### src/hw/rtl/ssp_pkg.sv
`timescale 1ns / 1ps
// ----------------------------------------------------------------------------
// ssp_pkg
// types, sizes and codes shared by the scope span profiler
// ----------------------------------------------------------------------------
package ssp_pkg;

  localparam int unsigned STACK_DEPTH = 16;
  localparam int unsigned NAME_COUNT  = 64;
  localparam int unsigned TIME_WIDTH  = 64;

  localparam int unsigned StkAw     = $clog2(STACK_DEPTH);
  localparam int unsigned LvlW      = $clog2(STACK_DEPTH + 1);
  localparam int unsigned AggAw     = (NAME_COUNT > 1) ? $clog2(NAME_COUNT) : 1;
  localparam int unsigned NameW     = 6;
  localparam int unsigned ExcessW   = 8;
  localparam logic [ExcessW-1:0] ExcessMax = '1;

  typedef enum logic [1:0] {
    CMD_BEGIN     = 2'd0,
    CMD_END       = 2'd1,
    CMD_CLOSE_ALL = 2'd2,
    CMD_READ      = 2'd3
  } cmd_e;

  typedef enum logic {
    KIND_SPAN = 1'b0,
    KIND_AGG  = 1'b1
  } kind_e;

  typedef enum logic [2:0] {
    ST_IDLE,
    ST_POP_INCL,
    ST_POP_EXCL,
    ST_POP_UPD,
    ST_AGG_RD,
    ST_RESULT
  } eng_state_e;

  typedef logic [TIME_WIDTH-1:0] time_t;

  typedef struct packed {
    logic [1:0]       cmd;
    logic [NameW-1:0] scope_name;
    logic [63:0]      timestamp;
  } in_word_t;

  typedef struct packed {
    logic             kind;
    logic [NameW-1:0] span_name;
    logic [63:0]      inclusive_time;
    logic [63:0]      exclusive_time;
    logic [3:0]       span_depth;
    logic [31:0]      call_count;
    logic [63:0]      total_inclusive;
    logic [63:0]      total_exclusive;
    logic [63:0]      min_inclusive;
    logic [63:0]      max_inclusive;
    logic [31:0]      unbalanced_count;
    logic             last;
  } out_word_t;

  typedef struct packed {
    logic [NameW-1:0] name;
    time_t            start;
  } stk_entry_t;

  typedef struct packed {
    logic [31:0] count;
    time_t       tot_incl;
    time_t       tot_excl;
    time_t       min_incl;
    time_t       max_incl;
  } agg_entry_t;

  typedef struct packed {
    logic             ent_we;
    logic [StkAw-1:0] ent_waddr;
    stk_entry_t       ent_wdata;
    logic             kids_we;
    logic [StkAw-1:0] kids_waddr;
    time_t            kids_wdata;
    logic             rd_en;
    logic [StkAw-1:0] ent_raddr;
    logic [StkAw-1:0] kids_raddr;
  } stk_req_t;

  typedef struct packed {
    logic             we;
    logic [AggAw-1:0] waddr;
    agg_entry_t       wdata;
    logic             rd_en;
    logic [AggAw-1:0] raddr;
  } agg_req_t;

  function automatic logic name_in_range(logic [NameW-1:0] n);
    return 32'(n) < NAME_COUNT;
  endfunction

  function automatic logic [AggAw-1:0] agg_index(logic [NameW-1:0] n);
    return AggAw'(n);
  endfunction

endpackage

### src/hw/rtl/ssp_stack_store.sv
`timescale 1ns / 1ps
// ----------------------------------------------------------------------------
// ssp_stack_store
// open scope stack: name/start memory and child sum memory, registered reads
// ----------------------------------------------------------------------------
module ssp_stack_store (
  input  logic                clk_i,
  input  ssp_pkg::stk_req_t   req_i,
  output ssp_pkg::stk_entry_t ent_rdata_o,
  output ssp_pkg::time_t      kids_rdata_o
);

  ssp_pkg::stk_entry_t ent_mem_q  [ssp_pkg::STACK_DEPTH];
  ssp_pkg::time_t      kids_mem_q [ssp_pkg::STACK_DEPTH];
  ssp_pkg::stk_entry_t ent_rdata_q;
  ssp_pkg::time_t      kids_rdata_q;

  always_ff @(posedge clk_i) begin
    if (req_i.ent_we) begin
      ent_mem_q[req_i.ent_waddr] <= req_i.ent_wdata;
    end
    if (req_i.rd_en) begin
      ent_rdata_q <= ent_mem_q[req_i.ent_raddr];
    end
  end

  // child sums of entries below the top; the top's own sum lives in the engine
  always_ff @(posedge clk_i) begin
    if (req_i.kids_we) begin
      kids_mem_q[req_i.kids_waddr] <= req_i.kids_wdata;
    end
    if (req_i.rd_en) begin
      kids_rdata_q <= kids_mem_q[req_i.kids_raddr];
    end
  end

  assign ent_rdata_o  = ent_rdata_q;
  assign kids_rdata_o = kids_rdata_q;

endmodule

### config.mk
export PLATFORM = sky130hd
export DESIGN_NAME = ssp_stack_store
export DESIGN_NICKNAME = d
export VERILOG_FILES = /design/src/hw/rtl/ssp_pkg.sv /design/src/hw/rtl/ssp_stack_store.sv
export SDC_FILE = /design/constraint.sdc
export NUM_CORES = 2
export LEC_CHECK = 0
export ABC_AREA = 0
export BUFFER_PORTS_ARGS = -buffer_cell sky130_fd_sc_hd__buf_2
export CORE_MARGIN = 2
export CORE_UTILIZATION = 40
export CTS_CLUSTER_SIZE = 24
export DETAILED_ROUTE_END_ITERATION = 10
export PLACE_DENSITY = 0.58
export RECOVER_POWER = 25
export SETUP_SLACK_MARGIN = 0.15
export SLEW_MARGIN = 20
export SYNTH_ARGS = -nofsm -noshare
export SYNTH_HDL_FRONTEND = slang
export SYNTH_SLANG_ARGS = --single-unit
### constraint.sdc
create_clock -name clk_i -period 7.2 [get_ports clk_i]
set_input_delay 1.44 -clock clk_i [delete_from_list [all_inputs] [get_ports clk_i]]
set_output_delay 1.44 -clock clk_i [all_outputs]
set_load 0.02 [all_outputs]
# Word-level counts from Yosys, hierarchy flattened
# Memory sizes are Yosys's and may differ from the RTL's. A register that Yosys moved wholly into a read port is not among the register bits.
# Cells that the tools add are included.
dict set report totals {
  output_inout_bits 134
  n_memories 2
  register_bits 0
  in_bits 154
  word_cells 6
  ramBits 2144
}
# name words width rd rd_clocked_by_memory_dff write_ports line
set memory_table {}
lappend memory_table {ent_mem_q 16 70 1 1 1 ssp_stack_store.sv:13} ;# ssp_pkg::stk_entry_t ent_mem_q [ssp_pkg::STACK_DEPTH];
lappend memory_table {kids_mem_q 16 64 1 1 1 ssp_stack_store.sv:14} ;# ssp_pkg::time_t kids_mem_q [ssp_pkg::STACK_DEPTH];
dict set report classes {
  mux 4
}
# op n
set ops {}
lappend ops {{1-bit 2-to-1 mux} 4}

# Longest topological paths before layout
dict set report logic_depth {
  word_depth 2
  ltp_mapped 6
  depth_no_buf 3
}

# Worst setup path after synthesis
# No wires, ideal clock.
dict set report synth_timing {
  path_type {in2reg}
  start {input port req_i[151] in the netlist's numbering}
  end {memory ent_mem_q[0][0] in the netlist's numbering, enable pin}
  setup_slack_ns -0.091
  n_path_buf 0
  stages 2
  required_ns 6.615
  arrival_time_ns 6.706
  path_cell_list {or3b_2 nor3_1}
}
# item line
set synth_lines {}
lappend synth_lines {{from (decl)} ssp_stack_store.sv:8} ;# input ssp_pkg::stk_req_t req_i,
lappend synth_lines {{to (decl)} ssp_stack_store.sv:13}
# No word-level cell before the write port.

# Worst setup path in the final report
dict set report layout_timing {
  start {input port req_i[76] in the netlist's numbering}
  end {memory kids_mem_q[0][38] in the netlist's numbering, enable pin}
}
# item line
set layout_lines {}
lappend layout_lines {{to (decl)} ssp_stack_store.sv:14}
# No word-level cell before the write port.

==> summary.txt <==
Synthesis
  – Top-area cell type share of the netlist area: 81.2%
  – Number of synthesized register bits: 2278
  – Seq/Total Area, Yosys: 81.2%
  – Mapped cell area: 84200 sq um
  – Synth Instances: 3447
  – Avg Cell Area, Syn: 24.4 sq um
  – Cell variety after synth: 17
  – YS warnings: 0
  – Synth area leaders: edfxtp_1 (81%), mux4_2 (14%), a22oi_1 (2.4%)
  – Leading area contributor after synthesis: edfxtp_1
  – Syn Nets: 3601

Final layout
  – Layout cells sized above 1: 28.3%
  – Register area: 68400 sq um
  – Final Core Density: 45.9%
  – Filler-free cell count of the finished design: 6849
  – # nets final: 4026
  – Final Cell Area: 96100 sq um
  – Commonest non-fill, non-tap cells in the layout: edfxtp_1 (2278), mux4_2 (536), a22oi_1 (268)
  – Fillers: 17400
  – Most common cell after layout, fill and taps aside: edfxtp_1
  – Footprint of the multi-input gates: 15100 sq um
  – Layout area overhead: 14.1%

Setup path
  – Crit path cell chain: buf_2 > or3b_2 > nor3_2 > buf_4 > buf_4
  – Crit path arrival time: 3.60 ns
  – CP max FO: 35
  – Critical path class: input port to flop
  – Critical path's largest stage delay: 0.71 ns
  – CP Capture Type: flop
  – Worst path required time: 7.62 ns
  – Family with the most delay on the worst path: buffers and inverters
  – Slowest CP cell: buf_4
  – Startpoint Class: input port
  – Critical Path Most Common Cell: buf_4
  – WP buf/inv: 3

Clock tree
  – CTS Buf Count: 225
  – Post-CTS setup buffer count: 0
  – CTS HTree Levels: 4
  – PostCTS Resize Cnt: 0
  – Clock Path Buffers: 3
  – Root Driver: clkbuf_16
  – CTS sink cnt: 2278
  – Reg clk slew, reported paths: 0.06 ns
  – Clk_lat worst skew: 0.86 ns
  – Hold-fix buffers, CTS: 0
  – TritonCTS clock tree: done

Timing
  – RSZ-0062 raised after global routing: false
  – Rel. slew slack: 25.0%
  – Max frequency: 0.314 GHz
  – Final Cycle Share: 44.2%
  – Post-route minimum period: 3.18 ns
  – Final setup margin: 4.02 ns
  – Final setup vio count: 0
  – Hold Vio Cnt, Final: 0
  – Slew @ Worst Pin: 1.13 ns
  – Clock Skew: 0.0726 ns
  – Max-slew violation count: 0
  – Setup TNS: 0 ns

Drt
  – DR pass1 iterations: 5
  – Routed WL: 195000 microns
  – DRC: 0
  – ANT nets after route: 0
  – Via density: 5.57
  – WL per Instance: 28.5 microns
  – Vias: 38200
  – 1st-iter DRT viols: 4096

Die
  – Rows: 168
  – Die area: 214000 sq um
  – CORE AREA: 209000 sq um
  – Ports: 288
  – Die width: 463 microns
  – Initial Util: 40.2%
  – Die Span Y: 463 microns

GRT
  – Global-route wire length before repair: 283000 microns
  – Gr ovfl total: 0
  – Largest net degree at the start of global routing: 115
  – GRT Util Overall: 18.2%
  – Vias in the first global route: 39800
  – Initial antenna violation count: 42

Power and ir drop
  – PD cells: 285 nW/um^2
  – VDD IR-drop max: 0.237 mV
  – LEAKAGE: 30.1 nW

Worst hold path
  – Hold Crit Class: flop to flop

Placed design
  – Pre-CTS setup slack: 3.16 ns
  – GPL Wtd Cong: 0.700
  – IO buf count: 287
  – Placed cell count: 6450
  – DP HPWL: 95700 microns
  – Area post-placement: 89400 sq um

Outcome
  – Run status: finished, final reports clean

Run
  – Max Cap Viol: 0
-- final cells by class --
type	instances	area share [%]
well taps	2805	3.65
clock inverters	111	0.993
multi-input cells	992	15.7
repair buffers	375	2.30
diodes	8	0.0208
clock buffers	280	6.12
flip-flops and latches	2278	71.2
-- stage by stage --
stage / hold slack, ns / power, mW
finish: 0.696 / 27.4
global route: 0.761 / 28.2
CTS: 0.686 / 27.6
detailed placement: 0.727 / 16.7
global placement: 0.725 / 16.7
floorplan: 0.710 / 16.1
-- report_power, final --
group          switching [mW]  total (mW)  internal (mW)
Sequential             0.0993        15.0           14.9
Clock                    4.89        11.0           6.08
Combinational           0.832        1.32          0.492
-- flip-flops by register name (all words and copies together) (netlist names) --
signal        cells
ent_mem_q      1120
ent_rdata_o      70
kids_mem_q     1024
kids_rdata_o     64
-- cells in the mapped netlist --
cell,instances
edfxtp_1,2278
nand2b_1,4
buf_4,15
and2_1,2
mux4_2,536
clkbuf_1,72
buf_1,27
nand3b_1,4
buf_6,23
buf_2,40
nor2b_1,4
nand3_1,2
nor3_1,8
or3b_2,2
a22oi_1,268
nor2_1,26
nand2_1,136
-- routing by layer --
metal / GRT usage (%) / part of all wire [%]
met1: 25.4 / 43
met3: 3.90 / 6.7
met4: 4.52 / 2.0
met2: 29.2 / 48
met5: 0 / 0.14
-- cell families (layout without fill, tap and decap cells) --
family,after synthesis,in the layout,synth area share (%)
mux,536,536,14.3
simple gates,188,188,0.912
buf+inv,177,766,1.12
compound gates,268,268,2.39
other cells,0,8,0
flops,2278,2278,81.2
-- worst register-to-register path, delay by kind of cell, from the launching register on --
kind | cells | cell delay [ns]
AOI/OAI and AO/OA | 1 | 0.23
DFF | 1 | 0.37
muxes | 1 | 0.48
and+or+nand+nor | 1 | 0.20
-- final timing paths --
| check | to | startpoint | cells after the start | slack (ns) |
|---|---|---|---|---|
| worst max-delay path | kids_mem_q[0][38] | req_i[76] | 5 | 4.02 |
| worst min-delay path | kids_rdata_o[33] | kids_mem_q[14][33] | 3 | 0.70 |
| worst max register to register | ent_rdata_o[67] | ent_mem_q[10][67] | 3 | 5.63 |
| worst min register to register | kids_rdata_o[33] | kids_mem_q[14][33] | 3 | 0.70 |
(Power assumes the default switching activity.)
