File: src/hw/rtl/ssp_pkg.sv
`timescale 1ns / 1ps
// ----------------------------------------------------------------------------
// ssp_pkg
// types, sizes and codes shared by the scope span profiler
// ----------------------------------------------------------------------------
package ssp_pkg;

  localparam int unsigned STACK_DEPTH = 16;
  localparam int unsigned NAME_COUNT  = 64;
  localparam int unsigned TIME_WIDTH  = 64;

  localparam int unsigned StkAw     = $clog2(STACK_DEPTH);
  localparam int unsigned LvlW      = $clog2(STACK_DEPTH + 1);
  localparam int unsigned AggAw     = (NAME_COUNT > 1) ? $clog2(NAME_COUNT) : 1;
  localparam int unsigned NameW     = 6;
  localparam int unsigned ExcessW   = 8;
  localparam logic [ExcessW-1:0] ExcessMax = '1;

  typedef enum logic [1:0] {
    CMD_BEGIN     = 2'd0,
    CMD_END       = 2'd1,
    CMD_CLOSE_ALL = 2'd2,
    CMD_READ      = 2'd3
  } cmd_e;

  typedef enum logic {
    KIND_SPAN = 1'b0,
    KIND_AGG  = 1'b1
  } kind_e;

  typedef enum logic [2:0] {
    ST_IDLE,
    ST_POP_INCL,
    ST_POP_EXCL,
    ST_POP_UPD,
    ST_AGG_RD,
    ST_RESULT
  } eng_state_e;

  typedef logic [TIME_WIDTH-1:0] time_t;

  typedef struct packed {
    logic [1:0]       cmd;
    logic [NameW-1:0] scope_name;
    logic [63:0]      timestamp;
  } in_word_t;

  typedef struct packed {
    logic             kind;
    logic [NameW-1:0] span_name;
    logic [63:0]      inclusive_time;
    logic [63:0]      exclusive_time;
    logic [3:0]       span_depth;
    logic [31:0]      call_count;
    logic [63:0]      total_inclusive;
    logic [63:0]      total_exclusive;
    logic [63:0]      min_inclusive;
    logic [63:0]      max_inclusive;
    logic [31:0]      unbalanced_count;
    logic             last;
  } out_word_t;

  typedef struct packed {
    logic [NameW-1:0] name;
    time_t            start;
  } stk_entry_t;

  typedef struct packed {
    logic [31:0] count;
    time_t       tot_incl;
    time_t       tot_excl;
    time_t       min_incl;
    time_t       max_incl;
  } agg_entry_t;

  typedef struct packed {
    logic             ent_we;
    logic [StkAw-1:0] ent_waddr;
    stk_entry_t       ent_wdata;
    logic             kids_we;
    logic [StkAw-1:0] kids_waddr;
    time_t            kids_wdata;
    logic             rd_en;
    logic [StkAw-1:0] ent_raddr;
    logic [StkAw-1:0] kids_raddr;
  } stk_req_t;

  typedef struct packed {
    logic             we;
    logic [AggAw-1:0] waddr;
    agg_entry_t       wdata;
    logic             rd_en;
    logic [AggAw-1:0] raddr;
  } agg_req_t;

  function automatic logic name_in_range(logic [NameW-1:0] n);
    return 32'(n) < NAME_COUNT;
  endfunction

  function automatic logic [AggAw-1:0] agg_index(logic [NameW-1:0] n);
    return AggAw'(n);
  endfunction

endpackage

File: src/hw/rtl/ssp_span_engine.sv
`timescale 1ns / 1ps
// ----------------------------------------------------------------------------
// ssp_span_engine
// command sequencer: stack push/pop, span math, aggregate read-modify-write
// ----------------------------------------------------------------------------
module ssp_span_engine (
  input  logic                clk_i,
  input  logic                rst_ni,
  input  logic                in_valid_i,
  input  ssp_pkg::in_word_t   in_word_i,
  output logic                in_stall_o,
  input  logic                res_ready_i,
  output logic                res_valid_o,
  output ssp_pkg::out_word_t  res_word_o,
  output ssp_pkg::stk_req_t   stk_req_o,
  input  ssp_pkg::stk_entry_t stk_ent_i,
  input  ssp_pkg::time_t      stk_kids_i,
  output ssp_pkg::agg_req_t   agg_req_o,
  input  ssp_pkg::agg_entry_t agg_rdata_i
);

  ssp_pkg::eng_state_e               state_q, state_d;
  logic [ssp_pkg::LvlW-1:0]          level_q, level_d;
  logic [ssp_pkg::ExcessW-1:0]       excess_q, excess_d;
  logic [31:0]                       unbal_q, unbal_d;
  ssp_pkg::time_t                    top_kids_q, top_kids_d;
  logic                              closing_q, closing_d;
  logic [ssp_pkg::NameW-1:0]         name_q, name_d;
  ssp_pkg::time_t                    t_q, t_d;
  ssp_pkg::time_t                    incl_q, incl_d;
  ssp_pkg::time_t                    excl_q, excl_d;
  ssp_pkg::time_t                    par_kids_q, par_kids_d;
  logic [ssp_pkg::StkAw-1:0]         depth_q, depth_d;
  logic                              name_ok_q, name_ok_d;
  logic                              aggr_q, aggr_d;
  ssp_pkg::out_word_t                res_q, res_d;

  ssp_pkg::cmd_e                     in_cmd;
  ssp_pkg::time_t                    in_t;
  logic                              stk_empty;
  logic                              stk_full;
  logic                              pop_go;
  logic                              ent_ok;
  logic [ssp_pkg::StkAw-1:0]         top_addr;
  logic [ssp_pkg::StkAw-1:0]         par_addr;
  logic [ssp_pkg::TIME_WIDTH:0]      kids_sum;
  ssp_pkg::agg_entry_t               agg_upd;

  assign in_cmd    = ssp_pkg::cmd_e'(in_word_i.cmd);
  assign in_t      = in_word_i.timestamp[ssp_pkg::TIME_WIDTH-1:0];
  assign stk_empty = (level_q == '0);
  assign stk_full  = (level_q == ssp_pkg::LvlW'(ssp_pkg::STACK_DEPTH));
  assign top_addr  = ssp_pkg::StkAw'(level_q - 1'b1);
  assign par_addr  = ssp_pkg::StkAw'(level_q - 2'd2);
  assign kids_sum  = {1'b0, par_kids_q} + {1'b0, incl_q};
  assign ent_ok    = ssp_pkg::name_in_range(stk_ent_i.name);

  // updated aggregate entry for the span being closed
  always_comb begin
    agg_upd          = agg_rdata_i;
    agg_upd.count    = agg_rdata_i.count + 32'd1;
    agg_upd.tot_incl = agg_rdata_i.tot_incl + incl_q;
    agg_upd.tot_excl = agg_rdata_i.tot_excl + excl_q;
    if (agg_rdata_i.count == '0) begin
      agg_upd.min_incl = incl_q;
      agg_upd.max_incl = incl_q;
    end else begin
      agg_upd.min_incl = (incl_q < agg_rdata_i.min_incl) ? incl_q : agg_rdata_i.min_incl;
      agg_upd.max_incl = (incl_q > agg_rdata_i.max_incl) ? incl_q : agg_rdata_i.max_incl;
    end
  end

  // next state
  always_comb begin
    state_d = state_q;
    unique case (state_q) inside
      ssp_pkg::ST_IDLE: begin
        if (in_valid_i) begin
          unique case (in_cmd)
            ssp_pkg::CMD_END: begin
              if (excess_q == '0 && !stk_empty) state_d = ssp_pkg::ST_POP_INCL;
            end
            ssp_pkg::CMD_CLOSE_ALL: begin
              if (!stk_empty) state_d = ssp_pkg::ST_POP_INCL;
            end
            ssp_pkg::CMD_READ: state_d = ssp_pkg::ST_AGG_RD;
            default:           state_d = ssp_pkg::ST_IDLE;
          endcase
        end
      end
      ssp_pkg::ST_POP_INCL:                   state_d = ssp_pkg::ST_POP_EXCL;
      ssp_pkg::ST_POP_EXCL:                   state_d = ssp_pkg::ST_POP_UPD;
      ssp_pkg::ST_POP_UPD, ssp_pkg::ST_AGG_RD: state_d = ssp_pkg::ST_RESULT;
      ssp_pkg::ST_RESULT: begin
        if (res_ready_i) begin
          state_d = (closing_q && !stk_empty) ? ssp_pkg::ST_POP_INCL : ssp_pkg::ST_IDLE;
        end
      end
      default: state_d = ssp_pkg::ST_IDLE;
    endcase
  end

  // outputs and datapath
  always_comb begin
    level_d    = level_q;
    excess_d   = excess_q;
    unbal_d    = unbal_q;
    top_kids_d = top_kids_q;
    closing_d  = closing_q;
    name_d     = name_q;
    t_d        = t_q;
    incl_d     = incl_q;
    excl_d     = excl_q;
    par_kids_d = par_kids_q;
    depth_d    = depth_q;
    name_ok_d  = name_ok_q;
    aggr_d     = aggr_q;
    res_d      = res_q;
    pop_go     = 1'b0;

    stk_req_o                 = '0;
    stk_req_o.ent_waddr       = ssp_pkg::StkAw'(level_q);
    stk_req_o.ent_wdata.name  = in_word_i.scope_name;
    stk_req_o.ent_wdata.start = in_t;
    stk_req_o.kids_waddr      = top_addr;
    stk_req_o.kids_wdata      = top_kids_q;
    stk_req_o.ent_raddr       = top_addr;
    stk_req_o.kids_raddr      = par_addr;

    agg_req_o       = '0;
    agg_req_o.waddr = ssp_pkg::agg_index(name_q);
    agg_req_o.wdata = agg_upd;

    in_stall_o  = (state_q != ssp_pkg::ST_IDLE);
    res_valid_o = (state_q == ssp_pkg::ST_RESULT);
    res_word_o  = res_q;

    unique case (state_q)
      ssp_pkg::ST_IDLE: begin
        if (in_valid_i) begin
          name_d    = in_word_i.scope_name;
          t_d       = in_t;
          closing_d = (in_cmd == ssp_pkg::CMD_CLOSE_ALL);
          unique case (in_cmd)
            ssp_pkg::CMD_BEGIN: begin
              if (!stk_full) begin
                stk_req_o.ent_we  = 1'b1;
                // park the current top's child sum before it stops being the top
                stk_req_o.kids_we = !stk_empty;
                top_kids_d        = '0;
                level_d           = level_q + 1'b1;
              end else if (excess_q != ssp_pkg::ExcessMax) begin
                excess_d = excess_q + 1'b1;
              end
            end
            ssp_pkg::CMD_END: begin
              if (excess_q != '0) begin
                excess_d = excess_q - 1'b1;
              end else if (stk_empty) begin
                unbal_d = unbal_q + 32'd1;
              end else begin
                pop_go = 1'b1;
              end
            end
            ssp_pkg::CMD_CLOSE_ALL: begin
              excess_d = '0;
              if (stk_empty) begin
                unbal_d = unbal_q + 32'(excess_q);
              end else begin
                unbal_d = unbal_q + 32'(excess_q) + 32'd1;
                pop_go  = 1'b1;
              end
            end
            ssp_pkg::CMD_READ: begin
              agg_req_o.rd_en = ssp_pkg::name_in_range(in_word_i.scope_name);
              agg_req_o.raddr = ssp_pkg::agg_index(in_word_i.scope_name);
            end
            default: begin
            end
          endcase
        end
      end
      ssp_pkg::ST_POP_INCL: begin
        name_d     = stk_ent_i.name;
        incl_d     = (t_q >= stk_ent_i.start) ? (t_q - stk_ent_i.start) : '0;
        par_kids_d = stk_kids_i;
        depth_d    = top_addr;
        level_d    = level_q - 1'b1;
        name_ok_d  = ent_ok;
        aggr_d     = ent_ok && (t_q != '0);
        agg_req_o.rd_en = ent_ok;
        agg_req_o.raddr = ssp_pkg::agg_index(stk_ent_i.name);
      end
      ssp_pkg::ST_POP_EXCL: begin
        excl_d = (incl_q >= top_kids_q) ? (incl_q - top_kids_q) : '0;
        // parent becomes the top; fold in this span, saturating
        if (!stk_empty) begin
          top_kids_d = kids_sum[ssp_pkg::TIME_WIDTH] ? '1 :
                       kids_sum[ssp_pkg::TIME_WIDTH-1:0];
        end
      end
      ssp_pkg::ST_POP_UPD: begin
        agg_req_o.we         = aggr_q;
        res_d                = '0;
        res_d.kind           = ssp_pkg::KIND_SPAN;
        res_d.span_name      = name_q;
        res_d.inclusive_time = 64'(incl_q);
        res_d.exclusive_time = 64'(excl_q);
        res_d.span_depth     = 4'(depth_q);
        if (aggr_q) begin
          res_d.call_count      = agg_upd.count;
          res_d.total_inclusive = 64'(agg_upd.tot_incl);
          res_d.total_exclusive = 64'(agg_upd.tot_excl);
          res_d.min_inclusive   = 64'(agg_upd.min_incl);
          res_d.max_inclusive   = 64'(agg_upd.max_incl);
        end else if (name_ok_q) begin
          res_d.call_count      = agg_rdata_i.count;
          res_d.total_inclusive = 64'(agg_rdata_i.tot_incl);
          res_d.total_exclusive = 64'(agg_rdata_i.tot_excl);
          res_d.min_inclusive   = 64'(agg_rdata_i.min_incl);
          res_d.max_inclusive   = 64'(agg_rdata_i.max_incl);
        end
        res_d.unbalanced_count = unbal_q;
        res_d.last             = !closing_q || stk_empty;
      end
      ssp_pkg::ST_AGG_RD: begin
        res_d           = '0;
        res_d.kind      = ssp_pkg::KIND_AGG;
        res_d.span_name = name_q;
        if (ssp_pkg::name_in_range(name_q)) begin
          res_d.call_count      = agg_rdata_i.count;
          res_d.total_inclusive = 64'(agg_rdata_i.tot_incl);
          res_d.total_exclusive = 64'(agg_rdata_i.tot_excl);
          res_d.min_inclusive   = 64'(agg_rdata_i.min_incl);
          res_d.max_inclusive   = 64'(agg_rdata_i.max_incl);
        end
        res_d.unbalanced_count = unbal_q;
        res_d.last             = 1'b1;
      end
      ssp_pkg::ST_RESULT: begin
        // close all keeps draining once the previous word is handed off
        if (res_ready_i && closing_q && !stk_empty) begin
          unbal_d = unbal_q + 32'd1;
          pop_go  = 1'b1;
        end
      end
      default: begin
      end
    endcase

    stk_req_o.rd_en = pop_go;
  end

  always_ff @(posedge clk_i or negedge rst_ni) begin
    if (!rst_ni) begin
      state_q    <= ssp_pkg::ST_IDLE;
      level_q    <= '0;
      excess_q   <= '0;
      unbal_q    <= '0;
      top_kids_q <= '0;
      closing_q  <= 1'b0;
    end else begin
      state_q    <= state_d;
      level_q    <= level_d;
      excess_q   <= excess_d;
      unbal_q    <= unbal_d;
      top_kids_q <= top_kids_d;
      closing_q  <= closing_d;
    end
  end

  always_ff @(posedge clk_i) begin
    name_q     <= name_d;
    t_q        <= t_d;
    incl_q     <= incl_d;
    excl_q     <= excl_d;
    par_kids_q <= par_kids_d;
    depth_q    <= depth_d;
    name_ok_q  <= name_ok_d;
    aggr_q     <= aggr_d;
    res_q      <= res_d;
  end

endmodule

File: config.mk
export PLATFORM = sky130hd
export DESIGN_NAME = ssp_span_engine
export DESIGN_NICKNAME = d
export VERILOG_FILES = /design/src/hw/rtl/ssp_pkg.sv /design/src/hw/rtl/ssp_span_engine.sv
export SDC_FILE = /design/constraint.sdc
export NUM_CORES = 2
export LEC_CHECK = 0
export BUFFER_PORTS_ARGS = -buffer_cell sky130_fd_sc_hd__buf_2
export CORE_AREA = 2 2 548 550
export CTS_CLUSTER_DIAMETER = 100
export CTS_CLUSTER_SIZE = 12
export DETAILED_ROUTE_END_ITERATION = 8
export DIE_AREA = 0 0 550 552
export PLACE_DENSITY = 0.34
export SYNTH_ARGS = -nofsm -noshare
export SYNTH_HDL_FRONTEND = slang
export SYNTH_SLANG_ARGS = --single-unit
File: constraint.sdc
create_clock -name clk_i -period 42 [get_ports clk_i]
set_input_delay 2.1 -clock clk_i [delete_from_list [all_inputs] [get_ports clk_i]]
set_output_delay 2.1 -clock clk_i [all_outputs]
set_load 0.1 [all_outputs]
# ---- Yosys cells after proc, flatten, opt, wreduce, memory -nomap -nowiden
# Cells that the tools add are included.
dict set report word_totals {
  output_inout_bits 917
  wordCells 148
  regBits 840
  inputBits 498
}
dict set report classes {
  order_cmp 4
  eq_ne 24
  n_reduce_logical 28
  mux 53
  addsub 14
}
# op n
set op_table {}
lappend op_table {{case mux 460 bit (2 select lines)} 1}
lappend op_table {{two-way mux 64 bit} 7}
lappend op_table {{two-way mux 288 bit} 1}
lappend op_table {{two-way mux 32 bit} 5}
lappend op_table {{adder 64 bit} 2}
lappend op_table {{>= comparator 64 bit} 2}
lappend op_table {{two-way mux 128 bit} 1}
lappend op_table {{case mux 32 bit (2 select lines)} 2}
lappend op_table {{case mux 64 bit (2 select lines)} 1}
lappend op_table {{subtractor 64 bit} 2}
lappend op_table {{adder 32 x 1 -> 32 bit (second input constant)} 3}
lappend op_table {{adder 64 x 64 -> 65 bit} 1}
lappend op_table {{greater-than comparator 64 bit} 1}
lappend op_table {{less-than comparator 64 bit} 1}
lappend op_table {{nonzero test 64 bit} 1}
lappend op_table {{adder 32 x 8 -> 32 bit} 1}
lappend op_table {{zero test 32 bit} 1}
lappend op_table {{two-way mux 8 bit} 3}
lappend op_table {{case mux 8 bit (3 select lines)} 1}
lappend op_table {{two-way mux 5 bit} 3}
lappend op_table {{case mux 3 bit (5 select lines)} 1}
lappend op_table {{two-way mux 1 bit} 14}
lappend op_table {{two-way mux 7 bit} 2}
lappend op_table {{!= test 2 bit (second input constant)} 7}
lappend op_table {{37 further kinds} 59}

# ---- Depth between registers and ports, before layout
dict set report logic_depth {
  depth_word 7
  ltp_mapped 16
  ltp_nobuf 14
}

# ---- Worst setup path before layout
# OpenSTA, ideal clock, no wires.
dict set report synth_timing {
  path_type {register to register}
  start {register state_q[0]}
  end {register res_q (netlist bit res_word_o[0]) (enable)}
  arrival_ps 32665
  slack_ps 7415
  path_buffers 1
  setup_time_ps 1920
  required_time_ps 40080
  synth_period_minus_slack_ps 34585
  stages_incl_launch_ff 4
  path_cell_list {dfrtp_1 clkbuf_1 nand2_1 o21ai_0}
}
dict set report synth_between {
  elab_chain_cells 2
  elab_cells_between_ends 3
  classes_between {eq/ne (2); reduce/logical (1)}
}
# element line
set synth_lines {}
lappend synth_lines {{start, declared} ssp_span_engine.sv:22} ;# ssp_pkg::eng_state_e state_q, state_d;
lappend synth_lines {{start signal, assigned} ssp_span_engine.sv:256} ;# state_q <= ssp_pkg::ST_IDLE;
lappend synth_lines {{start signal, assigned} ssp_span_engine.sv:263} ;# state_q <= state_d;
lappend synth_lines {{equality test 3 x 2 -> 1 bit / equality test 3 bit (equally long branches)} ssp_span_engine.sv:138} ;# unique case (state_q)
lappend synth_lines {{nonzero test 2 bit (no source line) (*)} --}
lappend synth_lines {{end signal, assigned} ssp_span_engine.sv:281} ;# res_q <= res_d;
lappend synth_lines {{end, declared} ssp_span_engine.sv:36} ;# ssp_pkg::out_word_t res_q, res_d;
# Mark *: on every way between the ends. The rest lies on a longest branch, timed or not.
# A chain may end at the register's enable or synchronous reset.

==> flow_summary.ini <==
[clock_network]
cts_buffers = 99
post_cts_buffers = 0
clkLatencyLatePin_ns = 0.86
clkTransAtPathRegs_ns = 0.07
cts_resized = 0
cts_tree = built
cts.sinks = 840
clock-root-buffer = clkbuf_16
htreeDepth = 3
hold_buffers = 0
max-clock-path-buffers = 4

[yosys]
syn-cell-area_um2 = 58400
synth_async_sr_flop_share = 0.135
synth_top_area_share = 0.374
synth-edff-count = 727
synth_seq_cells = 840
syn_area_per_cell_um2 = 9.38
seq_area_frac_synth = 0.422
synth_nets = 7204
synthTopCellsByCount = nand2_1, edfxtp_1, a21oi_1
synth.most_common_cell = nand2_1
ys.flop_type = edfxtp_1
syn_inst = 6226
synth_area_leaders = edfxtp_1, ha_1, nand2_1, dfrtp_1, a21oi_1
yosysWarnings = 0
synth_cell_types = 85
yosys.area.top_type = edfxtp_1

[global_route]
antenna_found_initial = 180
grt_pass1_wl_mm = 461
grt_usage = 0.218
gr-total-overflow = 0
grt_max_degree = 104
grt_pass1_vias = 54200

[setup_path]
cp_max_fo = 77
endpoint_kind = output port
required_ns = 39.90
crit_type = primary input to output port
rr_worst_depth = 14
arrival_ns = 7.30
cp_slowest_stage_delay_ns = 0.81
crit_slowest_cell = a31o_4
cp-start-kind = primary input
r2r-start = incl_q[41]$_SDFFCE_PN0P_
cp.buffers_inverters = 5
reg2reg_to = res_word_o[70]$_DFFE_PP_
path_cells = buf_2 > inv_1 > ha_1 > a21o_1 > a21oi_1 > nor2b_1 > o21ai_0 > nand2b_1 > a21oi_1 > o221ai_1 > a31oi_1 > a31o_4 > buf_4 > buf_4 > mux2_2 > buf_2
reg2reg_slack_ns = 35.72
path_delay_family = compound AO/OA/AOI/OAI gates

[placement]
hpwlAfterDp_mm = 285
routabilityCongestion = 0.897
port_buffers = 1414

[timing]
maxSlewViolCount = 0
skew_ns = 0.0733
setup_tns_ns = 0
worstMarginPinSlew_ns = 1.23
finalSetupViolations = 0
fmax_mhz = 106
hold_viol = 0
period_share = 0.224
slew_headroom = 0.183
rsz0062_at_grt = no
fin_crit_ns = 9.40

[final_layout]
multi_input_area_um2 = 30800
layout-drive-gt1-share = 0.242
fillers = 32900
area_growth_pct = 24.9
nets = 8476
final-seq-area_um2 = 24700

[route]
dr.pass1.iters = 5
viasPerCell = 4.65
wl_per_cell_um = 29.7
drtAntennaViolNets = 0
finalWirelength_mm = 343
vias = 53800
drtIter0Drc = 3683
drc = 0

[die]
dieArea_um2 = 304000
core_um2 = 298000
start_util = 0.196
die_y_um = 552
row_count = 201
chipWidth_um = 550
io_pins = 1415

[outcome]
status = completed

[worst_hold_path]
min_from = name_q[2]$_DFFE_PP_
whs_path_depth = 0
min_delay_worst_endpoint = res_word_o[455]$_DFFE_PP_
min_path_type = flip-flop to flip-flop

[run]
maxCapViolCount = 0
## per-layer routing
layer | vias up | global-route usage | routed length [um]
met5 | - | 0 | 427
met2 | 1939 | 0.364 | 160000
met4 | 70 | 0.0718 | 13300
met3 | 495 | 0.0491 | 23200
met1 | 26300 | 0.274 | 146000
li1 | 25000 | - | -
## worst max-delay path by stage
stage                           start                          end  cells after the start
3_3_place_gp         agg_rdata_i[256]                agg_req_o[71]                     11
3_5_place_dp          agg_rdata_i[97]                agg_req_o[71]                     16
4_1_cts               agg_rdata_i[97]                agg_req_o[71]                     16
6_report              agg_rdata_i[97]                agg_req_o[71]                     16
2_1_floorplan  state_q[0]$_DFFE_PN0P_  res_word_o[0]$_SDFFCE_PP1P_                      3
5_1_grt               agg_rdata_i[65]                agg_req_o[90]                     16
## through the flow
step | worst slack (ns) | std cells | hold slack [ns] | utilization | cell area [um2]
after global routing | 32.24 | 11500 | 0.455 | 0.244 | 72900
after detailed placement | 32.47 | 11400 | 0.433 | 0.234 | 69800
after global placement | 32.27 | 11400 | 0.429 | 0.234 | 69700
after floorplan | 7.41 | 6226 | 0.423 | - | 58400
final | 32.60 | 11600 | 0.455 | 0.244 | 72900
after CTS | 32.44 | 11500 | 0.449 | 0.244 | 72800
## layout make-up
class	count	area share
Timing Repair Buffer	1536	0.110
Clock inverter	34	0.00472
Multi-Input combinational cell	4658	0.422
Clock buffer	135	0.0370
Tap cell	3958	0.0679
Antenna cell	47	0.00161
Inverter	363	0.0188
Sequential cell	840	0.338
## state kept, by name, indices dropped and copies added, names as in the netlist, 4 cells and up
signal      count
depth_q         4
unbal_q        32
incl_q         64
res_word_o    460
top_kids_q     64
t_q            64
level_q         5
excess_q        8
excl_q         64
name_q          6
par_kids_q     64
## worst register-to-register path, cell delays in order (launching register included)
cell and delay [ns]:
edfxtp_1 0.73, buf_4 0.36, ha_1 0.32, nand4_1 0.10
nor2_1 0.27, nand4_1 0.34, or3_1 0.60, a2111oi_0 0.51
a211oi_1 0.08, and3_1 0.36, o22ai_4 0.18, buf_4 0.48
and2_4 0.47, buf_4 0.65, mux2_2 0.56
## cells in the final DEF (no fill, tap or decap), types with 152 or more instances in the layout
master,count
ha_1,473
a21oi_1,487
xor2_1,171
buf_2,1413
o21ai_0,446
nand3_1,163
nor2_1,366
a21o_1,245
nand2_1,773
inv_1,358
and2_1,152
xnor2_1,251
edfxtp_1,727
## cells by family after synthesis
group | share of synthesized area
flops | 0.422
compound gates | 0.178
fa+ha+maj | 0.104
simple gates | 0.159
mux | 0.0208
xor+xnor | 0.0636
buf+inv | 0.0527
Power is not shown: default switching activity piles up to over one toggle a cycle in this logic, so the estimate is an artifact.
